### src/hdl/vfc_fifo.sv
module vfc_fifo #(
  parameter int WIDTH = 16,
  parameter int DEPTH = 4,
  localparam int AW = $clog2(DEPTH),
  localparam int CW = $clog2(DEPTH + 1)
) (
  input  logic             clk,
  input  logic             rst,
  input  logic             push,
  input  logic [WIDTH-1:0] wdata,
  input  logic             pop,
  output logic [WIDTH-1:0] rdata,
  output logic             empty,
  output logic [CW-1:0]    count
);

  localparam logic [AW-1:0] LAST_PTR = AW'(DEPTH - 1);

  logic [WIDTH-1:0] slots [DEPTH];
  logic [AW-1:0]    wr_ptr;
  logic [AW-1:0]    rd_ptr;

  assign rdata = slots[rd_ptr];
  assign empty = (count == '0);

  always_ff @(posedge clk) begin
    if (rst) begin
      wr_ptr <= '0;
      rd_ptr <= '0;
      count  <= '0;
    end else begin
      if (push) begin
        wr_ptr <= (wr_ptr == LAST_PTR) ? '0 : wr_ptr + AW'(1);
      end
      if (pop) begin
        rd_ptr <= (rd_ptr == LAST_PTR) ? '0 : rd_ptr + AW'(1);
      end
      if (push && !pop) begin
        count <= count + CW'(1);
      end else if (pop && !push) begin
        count <= count - CW'(1);
      end
    end
  end

  always_ff @(posedge clk) begin
    if (push) begin
      slots[wr_ptr] <= wdata;
    end
  end

endmodule

### config.mk
export PLATFORM = sky130hd
export DESIGN_NAME = vfc_fifo
export DESIGN_NICKNAME = d
export VERILOG_FILES = /design/src/hdl/vfc_fifo.sv
export SDC_FILE = /design/constraint.sdc
export NUM_CORES = 1
export LEC_CHECK = 0
export CAP_MARGIN = 20
export CORE_MARGIN = 2
export CORE_UTILIZATION = 45
export CTS_CLUSTER_DIAMETER = 30
export DETAILED_ROUTE_END_ITERATION = 6
export DONT_BUFFER_PORTS = 1
export GPL_TIMING_DRIVEN = 0
export SETUP_SLACK_MARGIN = 0.02
export SYNTH_ARGS = -nofsm -noshare
export SYNTH_HDL_FRONTEND = slang
export SYNTH_SLANG_ARGS = --single-unit
### constraint.sdc
create_clock -name clk -period 1.6 [get_ports clk]
set_input_delay 0.16 -clock clk [delete_from_list [all_inputs] [get_ports clk]]
set_output_delay 0.16 -clock clk [all_outputs]
set_load 0.01 [all_outputs]
==> summary.txt <==
Critical path
  – CP endpoint kind: output port
  – CP Class: reg2out
  – Max incr delay on CP: 540 ps
  – Critical-path maximum fanout: 8
  – R2R depth: 4
  – R2R setup slack: around 80 ps
  – CP Cell Sequence: buf_12, clkbuf_16, mux4_2
  – Critical Path RT: 1440 ps
  – CP top delay family: multiplexers
  – RR Endpoint: count[2]
  – Reg-to-reg startpoint: count[1]
  – Startpoint Class: flip-flop
  – Crit path DAT: 1510 ps
  – Bufs and invs on worst path: 2
  – CP max-delay cell: mux4_2

Run status
  – Status: finished, violations left
  – Failing checks: setup timing

STA
  – Hold Slack: 23.3 ps
  – Setup TNS: -561 ps
  – Crit path setup slack, layout: -65.2 ps
  – RSZ-0062 raised after global routing: yes
  – Final hold violations: 0
  – Final cycle utilization of the critical path: 104%
  – Crit path time final: approximately 1700 ps
  – Worst-margin pin slew: 445 ps
  – Fmax: 0.601 GHz
  – Clock skew: 8.55 ps
  – Slew headroom: 70.3%
  – Slew Limit Fails: 0
  – Setup violations, final: 12

Logic synthesis
  – Syn Nets: ~160
  – Netlist cell types: 19
  – Syn Area/Cell: 21.7 um^2
  – Register area share after synthesis: 75.6%
  – Post-Synthesis Cells: 128
  – Area of the mapped netlist: 2780 um^2
  – Yosys warns: 0
  – Flops & latches, synth: 73

Global route
  – Pin count of the biggest net entering global routing: 17
  – Total global-route track usage: between 15 and 20%
  – GR Util met3: roughly 5.3%
  – GRT met2 Usage: 24.5%
  – GRT busiest layer: met2
  – Gr ovfl total: 0
  – Antenna violations before repair: 0
  – Vias in the first global route: 1397
  – GR Util met1: 17.3%
  – First-pass GRT wire length: 6920 um

Power
  – Peak supply drop: roughly 0.76 mV
  – Final total power: 4.60 mW
  – P_leak: 1.17 nW
  – P per Cell Area: 1350 nW/um^2

Floorplan
  – Die W: 82.6 um
  – Die Area: 6830 um^2
  – Die height: 82.6 um
  – Initial Util: 46.7%
  – I/O pins: 40
  – FP Rows: 28
  – Core area: 5960 um^2

Placed design
  – Final GP Congestion: about 0.69
  – IO buf count: 0
  – Post-detail-place hpwl: 2810 um

Final layout
  – Filler Cell Count: 447
  – Final #Nets: roughly 190
  – Multi-input gate area: 617 um^2
  – Layout cells sized above 1: 24.8%
  – P&R area growth vs syn: 22.1%
  – Register area: 2100 um^2
  – Diode count: 0

Clock tree
  – Maximum level of the CTS H-tree: 3
  – Clk pin slew, worst setup/hold paths: 70 ps
  – Skew-Pair Late Insertion Delay: 340 ps
  – CTS root buf: clkbuf_8
  – TritonCTS clock tree: yes
  – Max Buffers Root-to-Sink: 2
  – Clock Sinks: between 70 and 80
  – Inserted Clock Buffers: 9

Drt
  – WL/cell: about 19 um
  – Initial DRC count: ~100
  – Routed vias/inst: 5.26
  – Routed WL: 4590 um
  – Vias: 1263
  – Initial DRT Pass Iterations: 4
  – DRC: 0
  – ANT nets after route: 0

Min path
  – Worst hold path type: in2reg
  – Hold depth: 3
  – Hold endpoint: wr_ptr[0]
  – HP Start: push

Run
  – Max-cap check violation count: 0
==> placed cells by master, fill, tap and decap left out, types with 2 or more instances in the layout <==
master,n
edfxtp_1,64
xor2_1,2
nor2_1,6
dfxtp_2,2
mux2i_1,3
clkbuf_8,9
buf_12,2
mux4_1,4
a21oi_1,3
dfxtp_1,7
dlygate4sd3_1,18
and2_2,4
nor3b_1,2
mux4_2,12
inv_1,5
ha_1,6
bufinv_16,5
buf_4,3
==> worst max path at each step <==
stage          startpoint     endpoint  cells after the start
6_report        flip-flop     rdata[8]                      3
2_1_floorplan    count[0]     count[2]                      4
4_1_cts         flip-flop     rdata[5]                      3
5_1_grt         flip-flop     rdata[6]                      3
3_3_place_gp    wr_ptr[0]  slots[3][2]                      2
3_5_place_dp    wr_ptr[0]  slots[0][1]                      3
==> power by group <==
group	internal [mW]	leakage, nW	switching, mW	total (mW)
combinational	0.177	0.366	0.187	0.364
sequential	2.16	0.663	0.0478	2.21
clock	1.35	0.140	0.669	2.02
==> logic make-up after synthesis <==
group                    Yosys count  synth area share, %
multiplexers                      19                 14.8
XOR/XNOR                           2                0.630
AND/OR/NAND/NOR                   14                 2.65
flip-flops                        73                 75.6
AO/OA/AOI/OAI                      4                0.719
adder cells (fa/ha/maj)            7                 3.42
buffers and inverters              9                 2.16
==> area by class of cell <==
| type | count | share of cell area (%) |
|---|---|---|
| sequential | 73 | 62.0 |
| clock buffer | 9 | 3.65 |
| tap | 75 | 2.76 |
| timing repair buffer | 21 | 6.48 |
| multi-input combinational | 46 | 18.2 |
| clock inverter | 7 | 4.90 |
| inverter | 5 | 0.552 |
| buffer | 4 | 1.55 |
==> worst reg2reg max path, cell delays in order, from the launching register on <==
cell and delay (ps):
dfxtp_1 380, fa_1 420, xor2_1 170, or3_1 320, a21oi_1 160
==> cells in the mapped netlist, drive strengths merged <==
master  number  share of area (%)
edfxtp      64                 69
fa           1               0.72
mux4        16                 14
xor2         2               0.63
dfxtp        9                6.5
or3          1               0.23
nor3b        2               0.54
o21ai        1               0.18
buf          4                1.5
nor3         1               0.18
nor2         6               0.81
mux2i        3                1.1
inv          5               0.67
a21oi        3               0.54
and2         4               0.90
ha           6                2.7
==> state kept, by name, summed over array words and instances, names as in the netlist, named ones only <==
| register | cells |
|---|---|
| count | 3 |
| slots | 64 |
| rd_ptr | 2 |
| wr_ptr | 2 |
==> per-stage QoR <==
step	std cells	utilization [%]	instance area [um^2]	worst slack, ps
after floorplan	128	-	2780	172
after global placement	203	48.3	2880	-35.6
after detailed placement	203	48.3	2880	-62.2
after CTS	237	56.4	3360	-117
after global routing	240	57.0	3400	-138
final	240	57.0	3400	-65.2
==> routing by layer <==
metal / routed length [um] / vias to the layer above
li1: - / 577
met1: 1880 / 644
met2: 2390 / 32
met3: 215 / 10
met4: 96 / 0
met5: 0 / -
==> repair_timing <==
| item | CTS | global route |
|---|---|---|
| endpoints found under the hold margin | 73 | 0 |
| setup buffers | 0 | 2 |
| cloned | 0 | 1 |
| setup endpoints to repair | 80 | 17 |
| gates resized for setup | 7 | 4 |
| hold buffers | 18 | 0 |
(Power assumes the default switching activity.)
