### src/hdl/vfc_pkg.sv
package vfc_pkg;

  localparam int VID_W = 12;
  localparam int BYTE_W = 8;
  localparam int PKT_CNT_W = 64;
  localparam int POS_W = 5;
  localparam int ETYPE_W = 16;

  localparam int NUM_VLANS_DEF = 4096;
  localparam int COUNT_WIDTH_DEF = 64;

  localparam int FIFO_DEPTH = 4;
  localparam int RECIP_SHIFT = 24;

  localparam logic [ETYPE_W-1:0] TPID_8021Q = 16'h8100;
  localparam logic [VID_W-1:0] VID_MASK = 12'hFFF;

  localparam logic [POS_W-1:0] POS_ETYPE_HI = 5'd12;
  localparam logic [POS_W-1:0] POS_ETYPE_LO = 5'd13;
  localparam logic [POS_W-1:0] POS_TCI_HI = 5'd14;
  localparam logic [POS_W-1:0] POS_TCI_LO = 5'd15;
  localparam logic [POS_W-1:0] POS_SAT = 5'd18;
  localparam logic [POS_W-1:0] MIN_ETH_LEN = 5'd14;
  localparam logic [POS_W-1:0] MIN_TAGGED_LEN = 5'd18;

  localparam logic [1:0] OP_PASS = 2'd0;
  localparam logic [1:0] OP_DROP = 2'd1;
  localparam logic [1:0] OP_COUNT = 2'd2;
  localparam logic [1:0] OP_READ = 2'd3;

  typedef struct packed {
    logic              command;
    logic [BYTE_W-1:0] data_byte;
    logic              last_byte;
    logic [VID_W-1:0]  query_vid;
  } item_t;

  typedef struct packed {
    logic                 is_read_reply;
    logic                 verdict;
    logic                 tagged_res;
    logic [VID_W-1:0]     vlan_id;
    logic [PKT_CNT_W-1:0] packet_count;
  } result_t;

  typedef struct packed {
    logic [1:0]       kind;
    logic [VID_W-1:0] vid;
  } op_t;

endpackage

### src/hdl/vfc_front.sv
module vfc_front #(
  parameter int NUM_VLANS = 4096,
  localparam int SLOT_W = $clog2(NUM_VLANS)
) (
  input  logic                clk,
  input  logic                rst,
  input  logic                accept,
  input  vfc_pkg::item_t      item,
  output logic                op_valid,
  output vfc_pkg::op_t        op,
  output logic [SLOT_W-1:0]   op_slot,
  output logic [1:0]          inflight
);

  import vfc_pkg::*;

  // slot = vid mod NUM_VLANS via reciprocal; exact for 12-bit vid with a 24-bit shift
  localparam int RECIP = ((1 << RECIP_SHIFT) + NUM_VLANS - 1) / NUM_VLANS;
  localparam int PROD_W = VID_W + RECIP_SHIFT;
  localparam logic [RECIP_SHIFT-1:0] RECIP_C = RECIP_SHIFT'(RECIP);
  localparam logic [VID_W-1:0] MOD_C = VID_W'(NUM_VLANS);

  logic [POS_W-1:0]   pos, pos_next, len;
  logic [ETYPE_W-1:0] ethertype, ethertype_next;
  logic [ETYPE_W-1:0] tag_word, tag_word_next;

  logic             new_op;
  logic [1:0]       new_kind;
  logic [VID_W-1:0] new_vid;
  logic [PROD_W-1:0] prod;

  logic             f1_valid;
  logic [1:0]       f1_kind;
  logic [VID_W-1:0] f1_vid;
  logic [VID_W-1:0] f1_quot;

  logic [VID_W-1:0] quot_mul;
  logic [VID_W-1:0] rem;

  logic              f2_valid;
  logic [1:0]        f2_kind;
  logic [VID_W-1:0]  f2_vid;
  logic [SLOT_W-1:0] f2_slot;

  always_comb begin
    pos_next       = pos;
    ethertype_next = ethertype;
    tag_word_next  = tag_word;
    len            = pos;
    new_op         = 1'b0;
    new_kind       = OP_PASS;
    new_vid        = '0;
    if (accept) begin
      if (item.command) begin
        new_op   = 1'b1;
        new_kind = OP_READ;
        new_vid  = item.query_vid;
      end else begin
        case (pos)
          POS_ETYPE_HI: ethertype_next[15:8] = item.data_byte;
          POS_ETYPE_LO: ethertype_next[7:0]  = item.data_byte;
          POS_TCI_HI:   tag_word_next[15:8]  = item.data_byte;
          POS_TCI_LO:   tag_word_next[7:0]   = item.data_byte;
          default: ;
        endcase
        if (pos < POS_SAT) begin
          len = pos + POS_W'(1);
        end
        pos_next = len;
        if (item.last_byte) begin
          new_op = 1'b1;
          if (len < MIN_ETH_LEN) begin
            new_kind = OP_DROP;
          end else if (ethertype_next == TPID_8021Q) begin
            if (len < MIN_TAGGED_LEN) begin
              new_kind = OP_DROP;
            end else begin
              new_kind = OP_COUNT;
              new_vid  = tag_word_next[VID_W-1:0] & VID_MASK;
            end
          end
          pos_next       = '0;
          ethertype_next = '0;
          tag_word_next  = '0;
        end
      end
    end
  end

  assign prod     = PROD_W'(new_vid) * PROD_W'(RECIP_C);
  assign quot_mul = f1_quot * MOD_C;
  assign rem      = f1_vid - quot_mul;

  always_ff @(posedge clk) begin
    if (rst) begin
      pos       <= '0;
      ethertype <= '0;
      tag_word  <= '0;
      f1_valid  <= 1'b0;
      f2_valid  <= 1'b0;
    end else begin
      pos       <= pos_next;
      ethertype <= ethertype_next;
      tag_word  <= tag_word_next;
      f1_valid  <= new_op;
      f2_valid  <= f1_valid;
    end
  end

  always_ff @(posedge clk) begin
    f1_kind <= new_kind;
    f1_vid  <= new_vid;
    f1_quot <= prod[PROD_W-1:RECIP_SHIFT];
    f2_kind <= f1_kind;
    f2_vid  <= f1_vid;
    f2_slot <= rem[SLOT_W-1:0];
  end

  assign op_valid = f2_valid;
  assign op.kind  = f2_kind;
  assign op.vid   = f2_vid;
  assign op_slot  = f2_slot;
  assign inflight = {1'b0, f1_valid} + {1'b0, f2_valid};

endmodule

### config.mk
export PLATFORM = sky130hd
export DESIGN_NAME = vfc_front
export DESIGN_NICKNAME = d
export VERILOG_FILES = /design/src/hdl/vfc_pkg.sv /design/src/hdl/vfc_front.sv
export SDC_FILE = /design/constraint.sdc
export NUM_CORES = 1
export LEC_CHECK = 0
export BUFFER_PORTS_ARGS = -buffer_cell sky130_fd_sc_hd__buf_2
export CAP_MARGIN = 10
export CORE_UTILIZATION = 54
export CTS_CLUSTER_DIAMETER = 150
export DETAILED_ROUTE_END_ITERATION = 8
export MAX_ROUTING_LAYER = met4
export PLACE_DENSITY = 0.81
export RECOVER_POWER = 50
export SLEW_MARGIN = 10
export SYNTH_ARGS = -nofsm -noshare
export SYNTH_HDL_FRONTEND = slang
export SYNTH_SLANG_ARGS = --single-unit
### constraint.sdc
create_clock -name clk -period 3 [get_ports clk]
set_input_delay 0.15 -clock clk [delete_from_list [all_inputs] [get_ports clk]]
set_output_delay 0.15 -clock clk [all_outputs]
set_load 0.01 [all_outputs]
==> key figures, run 1 <==
Status
  – Outcome: complete, no violations

Critical path
  – Worst Path Arrival: 2960 ps
  – Critical Path RT: around 3300 ps
  – Worst-path cell chain: ha_1 > and3_1 > ha_1 > o41ai_2 > nand4_2 > o21ai_2
  – Critical Path Max Stage Delay: approximately 530 ps
  – Buf/Inv on CP: 0
  – Critical path's top delay family: compound AO/OA/AOI/OAI gates
  – Slowest CP cell: dfxtp_1
  – CP max FO: 12
  – WS Path Type: register to register
  – CP most frequent cell: ha_1
  – Startpoint types: register
  – Crit end category: register

Finish
  – Share of cells above drive strength 1: 0.1832
  – Final Cell Area: between 0.003 and 0.004 mm^2
  – Area Overhead vs Synth: 13.77%
  – Final nets: roughly 350
  – Number of diodes: 0
  – Commonest cells after routing, fill and taps aside: 63 x dfxtp_1, 38 x nor2_1, 31 x a22oi_1, 30 x clkbuf_1, 23 x buf_2
  – Commonest non-fill, non-tap cell in the layout: dfxtp_1

Logic synthesis
  – Seq cells post-synth: 63
  – Post-synth EDFFs: 0
  – Area contributors post-synth: dfxtp_1 47%, a22oi_1 8.6%, nor2_1 5.3%, mux2i_1 4.8%, buf_4 3.6%
  – Syn_area_per_cell: 9.636 um^2
  – Main flop type after synthesis: dfxtp_1
  – Synth area leader: dfxtp_1
  – Net Count, Synth: ~310
  – Synth Instances: 281
  – Unique masters post-synth: between 40 and 50
  – Post-Syn Area: 0.002708 mm^2
  – Yosys top cell area share: 0.4658
  – FFs w/ async S/R, synth: 0
  – Part of the Yosys area used for sequential elements: 0.4658
  – Yosys Warn Count: 0

Clocking
  – H-tree levels: 3
  – Clock Latency Late Sink: 340 ps
  – Clk buf depth: 2
  – Post-cts resize count: 0
  – Clock tree sinks: 63
  – CTS tree: done
  – Reg clk slew, reported paths: 70 ps
  – TritonCTS buffer count: 9
  – Root Buffer Master: clkbuf_8

Routing
  – Drt pass-1 iters: 5
  – DRT Wirelength: 5712 um
  – DR WL/cell: 14.68 um
  – Vias: 2181
  – Detailed-route DRC error count: 0
  – DRT met1 WL: around 2500 um
  – Initial DRC count: 143
  – Met2 wire length: 2696 um
  – Top layer in use: met4
  – WL met3: 352 um
  – DR vias/cell: 5.607
  – Final ANT Viol Nets: 0

STA
  – Final hold vios: 0
  – Crit share post-route: 0.9021
  – Fmax: 369.5 MHz
  – Finish-stage setup viols: 0
  – Max-slew headroom: 0.01383
  – Fin Setup TNS: 0 ps
  – Unrepaired setup endpoints after global routing: no
  – Slew @ Worst Pin: between 1000 and 1500 ps
  – Final min period: 2706 ps
  – Worst clock skew: 6.278 ps
  – Final Max Slew Viols: 0

Die
  – I/O pins: 54
  – Die Y-Extent: 72.81 um
  – Initial Util: 0.5658
  – Core Region: 0.004786 mm^2
  – Die ar.: 0.005301 mm^2
  – Die Span X: 72.81 um
  – Num rows: 25

Power and ir drop
  – Total Power: 0.001858 W
  – Max VDD drop: 0.0002758 V
  – Power Dens Cells: around 600 mW/mm^2
  – P_leak: 1.216 nW

GRT
  – Vias in the first global route: slightly below 2k
  – First-pass GRT wire length: about 9200 um
  – Total GRT Usage: 0.2411
  – Initial antenna violation count: 0
  – Pin count of the biggest net entering global routing: 36
  – Grt total ovfl: 0

Place
  – Port bufs: 53
  – Hpwl dp: 3793 um
  – Routability cong.: around 0.90
  – Placed instance area: 0.002868 mm^2

Flow run
  – Max-Cap Viols: 0

Hold path
  – Min-delay worst type: input pin to register
==> worst paths after layout <==
path,from,to,slack [ps],cells past startpoint
hold / removal,item[5],f1_vid[5],10,3
setup / recovery,pos[1],f1_vid[10],290,6
setup reg to reg,pos[1],f1_vid[10],290,6
hold reg to reg,f1_vid[2],op_slot[2],320,0
==> cells in the mapped netlist (all sizes together), types with 2 or more instances <==
master,instances
a21oi,7
a22oi,31
and2,3
and3,2
and4b,3
buf,18
clkbuf,11
dfxtp,63
ha,6
inv,4
mux2i,13
nand2,16
nand2b,2
nand3,2
nand3b,2
nand4,4
nand4b,4
nor2,38
nor2b,12
nor3,4
nor4,2
o21ai,20
or4,3
==> tightest hold or removal path: cells and delay by family <==
family | cells | cell delay (ps)
buffers and inverters | 1 | 80
AO/OA/AOI/OAI | 1 | 50
AND/OR/NAND/NOR | 1 | 50
==> layout make-up <==
cell class                 instances  area [um^2]
fill                             407         1705
sequential                        63         1261
multi-input combinational        184         1230
timing repair buffer              55        245.2
clock buffer                       9        123.9
clock inverter                     7        121.4
tap                               67        83.83
inverter                           4        15.01
==> layer usage <==
metal,up-vias,GRT usage
met5,-,-
met4,0,0.1503
met3,17,0.06215
met2,95,0.3624
met1,1007,0.2886
li1,1062,-
==> kinds of logic (layout without fill, tap and decap cells) <==
kind of cell | Yosys count | count (layout) | synth area share
xor+xnor | 2 | 2 | 0.006471
fa+ha+maj | 6 | 6 | 0.02773
mux | 14 | 14 | 0.05222
flops | 63 | 63 | 0.4658
simple gates | 98 | 98 | 0.1945
buf+inv | 34 | 75 | 0.07809
compound gates | 64 | 64 | 0.1751
==> where the power goes <==
part           internal, W  leakage, nW  total [W]  switching [W]
combinational    0.0000353        0.580   0.000103      0.0000679
clock             0.000554        0.123   0.000894       0.000340
sequential        0.000854        0.513   0.000861     0.00000688
==> per-stage QoR <==
| step | hold slack [ps] | std cells | utilization | worst slack, ps |
|---|---|---|---|---|
| after floorplan | 262.6 | 281 | - | 709.3 |
| after CTS | 6.976 | 389 | 0.6525 | 285.7 |
| after detailed placement | 312.1 | 372 | 0.5992 | 398.6 |
| after global routing | 9.341 | 389 | 0.6437 | 117.2 |
| after global placement | 309.7 | 372 | 0.5992 | 502.9 |
| final | 10.09 | 389 | 0.6437 | 293.7 |
==> sequential cells by signal, indices dropped and copies added, names as in the netlist, 2 cells and up <==
name       flops
ethertype     16
f1_kind        2
f1_vid        12
f2_kind        2
op_slot       12
pos            5
tag_word      12
==> what timing repair did <==
action                    CTS  global route
hold endpoints to repair    1             0
hold buffers                1             0
setup buffers               0             0
No activity file was read; power rests on OpenSTA's default activity.
==> run 2: changes to the inputs <==
--- a/config.mk
+++ b/config.mk
@@ -13,6 +13,7 @@
 export MAX_ROUTING_LAYER = met4
 export PLACE_DENSITY = 0.81
 export RECOVER_POWER = 50
+export SETUP_SLACK_MARGIN = 0.5
 export SLEW_MARGIN = 10
 export SYNTH_ARGS = -nofsm -noshare
 export SYNTH_HDL_FRONTEND = slang
==> run 2 against run 1 <==
- global-route usage is 0.15 points higher
- combinational power hardly changed
- the run now ends with capacitance limit left
- sequential power hardly changed
==> key figures, run 2 (same netlist as run 1, synthesis figures left out) <==
Status
  – Outcome: finished with violations (was complete, no violations)
  – Violated checks: capacitance limit

STA
  – Final hold vios: 0 (unchanged)
  – Final min period: 2348 ps (was 2706 ps)
  – Fmax: 426.0 MHz (was 369.5 MHz)
  – Worst clock skew: 7.653 ps (was 6.278 ps)
  – Finish-stage setup viols: 0 (unchanged)
  – Max-slew headroom: 0.007021 (was 0.01383)
  – Unrepaired setup endpoints after global routing: no (unchanged)
  – Final Max Slew Viols: 0 (unchanged)
  – Final WS setup: 652.4 ps (was 293.7 ps)
  – Fin Setup TNS: 0 ps (unchanged)
  – Slew @ Worst Pin: 1489 ps (was 1479 ps)
  – Crit share post-route: 0.7825 (was 0.9021)

Critical path
  – Startpoint types: register (unchanged)
  – Critical path's top delay family: compound AO/OA/AOI/OAI gates (unchanged)
  – WS Path Type: register to register (unchanged)
  – CP most frequent cell: ha_1 (unchanged)
  – Worst-path cell chain: ha_1 > and3_1 > ha_1 > o41ai_4 > nand4_4 > o21ai_2 (was ha_1 > and3_1 > ha_1 > o41ai_2 > nand4_2 > o21ai_2)
  – Worst Path Arrival: 2610 ps (was 2960 ps)
  – Crit end category: register (unchanged)
  – Slowest CP cell: o41ai_4 (was dfxtp_1)
  – Critical Path RT: 3260 ps (was 3250 ps)
  – Critical Path Max Stage Delay: 480 ps (was 530 ps)
  – CP max FO: 12 (unchanged)
  – Buf/Inv on CP: 0 (unchanged)

Place
  – Port bufs: 53 (unchanged)
  – Hpwl dp: 3793 um (unchanged)
  – Post-Place Setup Slack: 398.6 ps (unchanged)
  – Routability cong.: 0.8979 (unchanged)

Finish
  – Commonest non-fill, non-tap cell in the layout: dfxtp_1 (unchanged)
  – Top reg by flops: ethertype (unchanged)
  – Area Overhead vs Synth: 14.74% (was 13.77%)
  – Layout fillers: 401 (was 407)
  – Number of diodes: 0 (unchanged)
  – Commonest cells after routing, fill and taps aside: 62 x dfxtp_1, 38 x nor2_1, 31 x a22oi_1, 30 x clkbuf_1, 23 x buf_2 (was 63 x dfxtp_1, 38 x nor2_1, 31 x a22oi_1, 30 x clkbuf_1, 23 x buf_2)
  – Max FFs per register: 16 (unchanged)
  – Share of cells above drive strength 1: 0.1894 (was 0.1832)
  – Final nets: 348 (unchanged)

Clocking
  – Post-CTS Setup Inserts: 0 (unchanged)
  – Clock tree sinks: 63 (unchanged)
  – CTS tree: done (unchanged)
  – Reg clk slew, reported paths: 80 ps (was 70 ps)
  – Clock Latency Late Sink: 340 ps (about the same)
  – Clk buf depth: 2 (unchanged)
  – Root Buffer Master: clkbuf_8 (unchanged)
  – H-tree levels: 3 (unchanged)
  – TritonCTS buffer count: 9 (unchanged)

Die
  – Initial Util: 0.5658 (unchanged)
  – Core Region: 0.004786 mm^2 (unchanged)
  – Num rows: 25 (unchanged)
  – Die ar.: 0.005301 mm^2 (unchanged)
  – Die Y-Extent: 72.81 um (unchanged)
  – Die Span X: 72.81 um (unchanged)
  – I/O pins: 54 (unchanged)

Hold path
  – Min-delay worst type: input pin to register (unchanged)

Routing
  – Initial DRC count: 160 (was 143)
  – Vias: 2183 (was 2181)
  – Drt pass-1 iters: 4 (was 5)
  – DR vias/cell: 5.612 (was 5.607)
  – Detailed-route DRC error count: 0 (unchanged)
  – Final ANT Viol Nets: 0 (unchanged)
  – DR WL/cell: 14.94 um (was 14.68 um)
  – DRT Wirelength: 5812 um (was 5712 um)

Power and ir drop
  – P_leak: 1.256 nW (was 1.216 nW)
  – Max VDD drop: 0.0002765 V (was 0.0002758 V)
  – Total Power: 0.001863 W (was 0.001858 W)
  – Power Dens Cells: 599.7 mW/mm^2 (was 603.3 mW/mm^2)

GRT
  – Grt total ovfl: 0 (unchanged)
  – Initial antenna violation count: 0 (unchanged)
  – First-pass GRT wire length: 9225 um (was 9177 um)
  – Pin count of the biggest net entering global routing: 36 (unchanged)
  – Vias in the first global route: 1973 (was 1968)
  – Total GRT Usage: 0.2426 (was 0.2411)

Flow run
  – Max-Cap Viols: 1 (was 0)
run 2: cell count changes in the layout (fill, tap and decap cells not counted):
cell / before / now
dfxtp_1: 63 / 62
nand4_2: 1 / 0
o41ai_2: 1 / 0
dfxtp_2: 0 / 1
o41ai_4: 0 / 1
o31ai_1: 1 / 0
o31ai_2: 0 / 1
nand4_4: 0 / 1
run 2: where the power goes:
| group | switching (W) | internal, W | total (W) |
|---|---|---|---|
| clock | 0.000343 | 0.000554 | 0.000897 |
| sequential | 0.00000689 | 0.000854 | 0.000861 |
| combinational | 0.0000693 | 0.0000354 | 0.000105 |
| total | 0.000419 | 0.00144 | 0.00186 |
run 2: through the flow:
step           utilization  instances  hold slack [ps]  area, um^2
2_1_floorplan            -        281            262.6        2708
3_3_place_gp        0.5992        372            309.7        2868
3_5_place_dp        0.5992        372            312.1        2868
4_1_cts             0.6567        389            6.976        3143
5_1_grt             0.6492        389            9.341        3107
6_report            0.6492        389            12.25        3107
run 2: repair_timing:
item,CTS,global route
pin swaps,1,0
hold endpoints to repair,1,0
endpoints found under the setup margin,12,12
hold buffers,1,0
resized for setup,2,1
run 2: final timing paths:
kind	start	end	slack, ps	cells past startpoint
setup / recovery	pos[0]	f1_vid[10]	650	6
hold / removal	item[5]	f1_vid[5]	10	3
setup reg to reg	pos[0]	f1_vid[10]	650	6
hold reg to reg	f1_vid[2]	op_slot[2]	320	0
run 2: area by class of cell:
class / count / area, um^2 / area share
Inverter: 4 / 15.01 / 0.004833
Clock buffer: 9 / 123.9 / 0.03987
Sequential cell: 63 / 1262 / 0.4064
Multi-Input combinational cell: 184 / 1255 / 0.4039
Clock inverter: 7 / 121.4 / 0.03907
Timing Repair Buffer: 55 / 245.2 / 0.07894
Tap cell: 67 / 83.83 / 0.02698
run 2: layer usage:
metal / wire [um] / track usage
met1: 2567 / 0.2895
met2: 2721 / 0.3686
met3: 367 / 0.06215
met4: 156 / 0.1460
met5: 0 / -
run 2: tightest hold or removal path, cell delays in order:
cell	delay, ps
buf_2	80
nand2_1	50
o21ai_2	50
==> run 3: changes to the inputs <==
==> constraint.sdc (replaced) <==
create_clock -name clk -period 2.4 [get_ports clk]
set_input_delay 0.12 -clock clk [delete_from_list [all_inputs] [get_ports clk]]
set_output_delay 0.12 -clock clk [all_outputs]
set_load 0.01 [all_outputs]
==> run 3 against run 2 <==
- the flow still finishes with violations (capacitance limit)
- die area unchanged
- utilization up 3.1 points
- via count up 2.5%
- flip-flop and latch count unchanged
- non-clock buffer count up 12
- critical path depth unchanged
- global-route usage up 2.0 points
- design area up 4.7%
==> key figures, run 3 (same netlist as run 1, synthesis figures left out) <==
Status
  – Outcome: finished with violations (unchanged)
  – Violated checks: capacitance limit (unchanged)

Critical path
  – Critical path's top delay family: simple AND/OR/NAND/NOR gates (was compound AO/OA/AOI/OAI gates)
  – Worst setup path endpoint: f1_vid[0] (was f1_vid[10])
  – Reg-to-reg endpoint: f1_vid[0] (was f1_vid[10])
  – Startpoint types: register (unchanged)
  – Critical path depth: 6 (unchanged)
  – Critical Path RT: 2660 ps (was 3260 ps)
  – CP max FO: 12 (unchanged)
  – Worst Setup SP: ethertype[0] (was pos[0])
  – Worst-path cell chain: or4_4 > or4_4 > a21oi_4 > nand4_4 > buf_12 > o21ai_1 (was ha_1 > and3_1 > ha_1 > o41ai_4 > nand4_4 > o21ai_2)
  – WS Path Type: register to register (unchanged)
  – Reg2Reg Launch Point: ethertype[0] (was pos[0])
  – R2R Setup Slk: 360 ps (was 650 ps)
  – Buf/Inv on CP: 1 (was 0)
  – Slowest CP cell: or4_4 (was o41ai_4)
  – Worst Path Arrival: 2300 ps (was 2610 ps)
  – Reg2Reg Depth: 6 (unchanged)
  – Crit end category: register (unchanged)
  – CP most frequent cell: or4_4 (was ha_1)
  – Critical Path Max Stage Delay: 520 ps (was 480 ps)

Die
  – I/O pins: 54 (unchanged)
  – Die Y-Extent: 72.81 um (unchanged)
  – Die ar.: 0.005301 mm^2 (unchanged)
  – Num rows: 25 (unchanged)
  – Die Span X: 72.81 um (unchanged)
  – Initial Util: 0.5658 (unchanged)
  – Core Region: 0.004786 mm^2 (unchanged)

STA
  – Fin Setup TNS: 0 ps (unchanged)
  – Final hold vios: 0 (unchanged)
  – Worst clock skew: 4.356 ps (was 7.653 ps)
  – Crit share post-route: 0.8507 (was 0.7825)
  – Finish-stage setup viols: 0 (unchanged)
  – Unrepaired setup endpoints after global routing: yes (was no)
  – Slew @ Worst Pin: 1498 ps (was 1489 ps)
  – Final Max Slew Viols: 0 (unchanged)
  – Final min period: 2042 ps (was 2348 ps)
  – Fmax: 489.8 MHz (was 426.0 MHz)
  – Max-slew headroom: 0.001464 (was 0.007021)

Power and ir drop
  – Clock power frac: 0.449 (was 0.482)
  – Power share of the sequential group: 0.486 (was 0.462)
  – Power Dens Cells: 681.7 mW/mm^2 (was 599.7 mW/mm^2)
  – Net Sw Power: 0.0005105 W (was 0.0004191 W)
  – Pint: 0.001707 W (was 0.001444 W)
  – Sw Ratio: 0.2302 (was 0.2249)
  – P_leak: 1.277 nW (was 1.256 nW)
  – Max VDD drop: 0.0006163 V (was 0.0002765 V)
  – Logic pwr share: 0.066 (was 0.056)

GRT
  – Total GRT Usage: 0.2629 (was 0.2426)
  – Pin count of the biggest net entering global routing: 36 (unchanged)
  – Initial antenna violation count: 0 (unchanged)
  – Grt total ovfl: 0 (unchanged)
  – Vias in the first global route: 2066 (was 1973)
  – First-pass GRT wire length: 9942 um (was 9225 um)

Finish
  – Area Overhead vs Synth: 20.15% (was 14.74%)
  – Commonest non-fill, non-tap cell in the layout: dfxtp_1 (unchanged)
  – Number of diodes: 0 (unchanged)
  – Final nets: 360 (was 348)
  – Share of cells above drive strength 1: 0.2216 (was 0.1894)
  – Final Cell Area: 0.003253 mm^2 (was 0.003107 mm^2)
  – Commonest cells after routing, fill and taps aside: 58 x dfxtp_1, 38 x nor2_1, 31 x a22oi_1, 31 x clkbuf_1, 23 x buf_2 (was 62 x dfxtp_1, 38 x nor2_1, 31 x a22oi_1, 30 x clkbuf_1, 23 x buf_2)
  – Layout fillers: 379 (was 401)
  – FF/Latch Area: 0.001270 mm^2 (was 0.001262 mm^2)
  – Max FFs per register: 16 (unchanged)
  – Area of the multi-input gates: 0.001295 mm^2 (was 0.001255 mm^2)
  – Top reg by flops: ethertype (unchanged)

Place
  – Routability cong.: 0.8808 (was 0.8979)
  – Port bufs: 53 (unchanged)
  – Hpwl dp: 4021 um (was 3793 um)
  – Placed instance area: 0.002903 mm^2 (was 0.002868 mm^2)

Flow run
  – Max-Cap Viols: 1 (unchanged)

Routing
  – Drt pass-1 iters: 5 (was 4)
  – Final ANT Viol Nets: 0 (unchanged)
  – Initial DRC count: 150 (was 160)
  – DR vias/cell: 5.581 (was 5.612)
  – Detailed-route DRC error count: 0 (unchanged)
  – DR WL/cell: 15.62 um (was 14.94 um)
  – DRT Wirelength: 6262 um (was 5812 um)
  – Vias: 2238 (was 2183)

Clocking
  – Clk buf depth: 2 (unchanged)
  – CTS tree: done (unchanged)
  – H-tree levels: 3 (unchanged)
  – TritonCTS buffer count: 9 (unchanged)
  – Clock Latency Late Sink: 330 ps (was 340 ps)
  – Root Buffer Master: clkbuf_8 (unchanged)
  – Clock tree sinks: 63 (unchanged)
  – Reg clk slew, reported paths: 70 ps (was 80 ps)

Hold path
  – Hold Path Stages: 3 (unchanged)
  – Min-delay worst type: input pin to register (unchanged)
## run 3: changes by cell type in the layout (fill, tap and decap cells not counted), sizes merged
| cell | previous run | this run |
|---|---|---|
| inv | 4 | 5 |
| buf | 24 | 26 |
| clkinvlp | 0 | 3 |
| bufinv | 3 | 2 |
| clkinv | 4 | 1 |
| dlygate4sd3 | 1 | 10 |
| clkbuf | 39 | 40 |
## run 3: cell type report
type                    count  area share
repair buffers             67      0.1127
inverters                   4    0.005385
well taps                  67     0.02577
multi-input cells         184      0.3981
clock inverters             7     0.02962
clock buffers               9     0.03808
flip-flops and latches     63      0.3904
## run 3: layer usage
metal  vias to the layer above  track usage  part of all wire
li1                       1081            -                 -
met5                         -            -                 0
met2                       103       0.4268              0.51
met1                      1045       0.3057              0.42
met3                         9      0.05110             0.055
met4                         0       0.1460             0.015
## run 3: worst reg2reg max path, stage by stage, from the launching register on
cell and delay, ps:
dfxtp_2 320, or4_4 520, or4_4 520, a21oi_4 180, nand4_4 110, buf_12 180, o21ai_1 140
## run 3: worst min path at each step
| stage | end | startpoint |
|---|---|---|
| floorplan | f1_vid[10] | item[10] |
| global route | f1_vid[9] | item[9] |
| CTS | f1_vid[0] | item[0] |
| detailed placement | f2_kind[0] | f1_kind[0] |
| finish | f1_vid[0] | item[0] |
| global placement | op_slot[10] | f1_vid[10] |
## run 3: power groups by stage
stage          registers, W  clock network [W]  logic [W]
2_1_floorplan       0.00111                  0  0.0000786
3_3_place_gp        0.00110                  0   0.000130
3_5_place_dp        0.00110                  0   0.000131
4_1_cts             0.00108            0.00101   0.000145
5_1_grt             0.00108            0.00106   0.000157
6_report            0.00108           0.000995   0.000145
## run 3: stage by stage
step / total power (W) / instances / hold WS, ps / setup WS (ps) / util
after detailed placement: 0.001232 / 373 / 312.1 / 56.23 / 0.6065
after CTS: 0.002231 / 400 / 9.068 / 365.5 / 0.6834
after global placement: 0.001229 / 373 / 309.7 / 182.4 / 0.6065
after global routing: 0.002301 / 401 / 21.49 / 274.6 / 0.6797
after floorplan: 0.001184 / 281 / 232.6 / 436.8 / -
final: 0.002218 / 401 / 15.05 / 358.3 / 0.6797
## run 3: repair_timing
action / in CTS / in global routing
buffers inserted: 1 / 1
endpoints found under the hold margin: 10 / 0
resized for setup: 7 / 5
pin swaps: 2 / 1
hold buffers: 10 / 0
setup endpoints to repair: 23 / 24
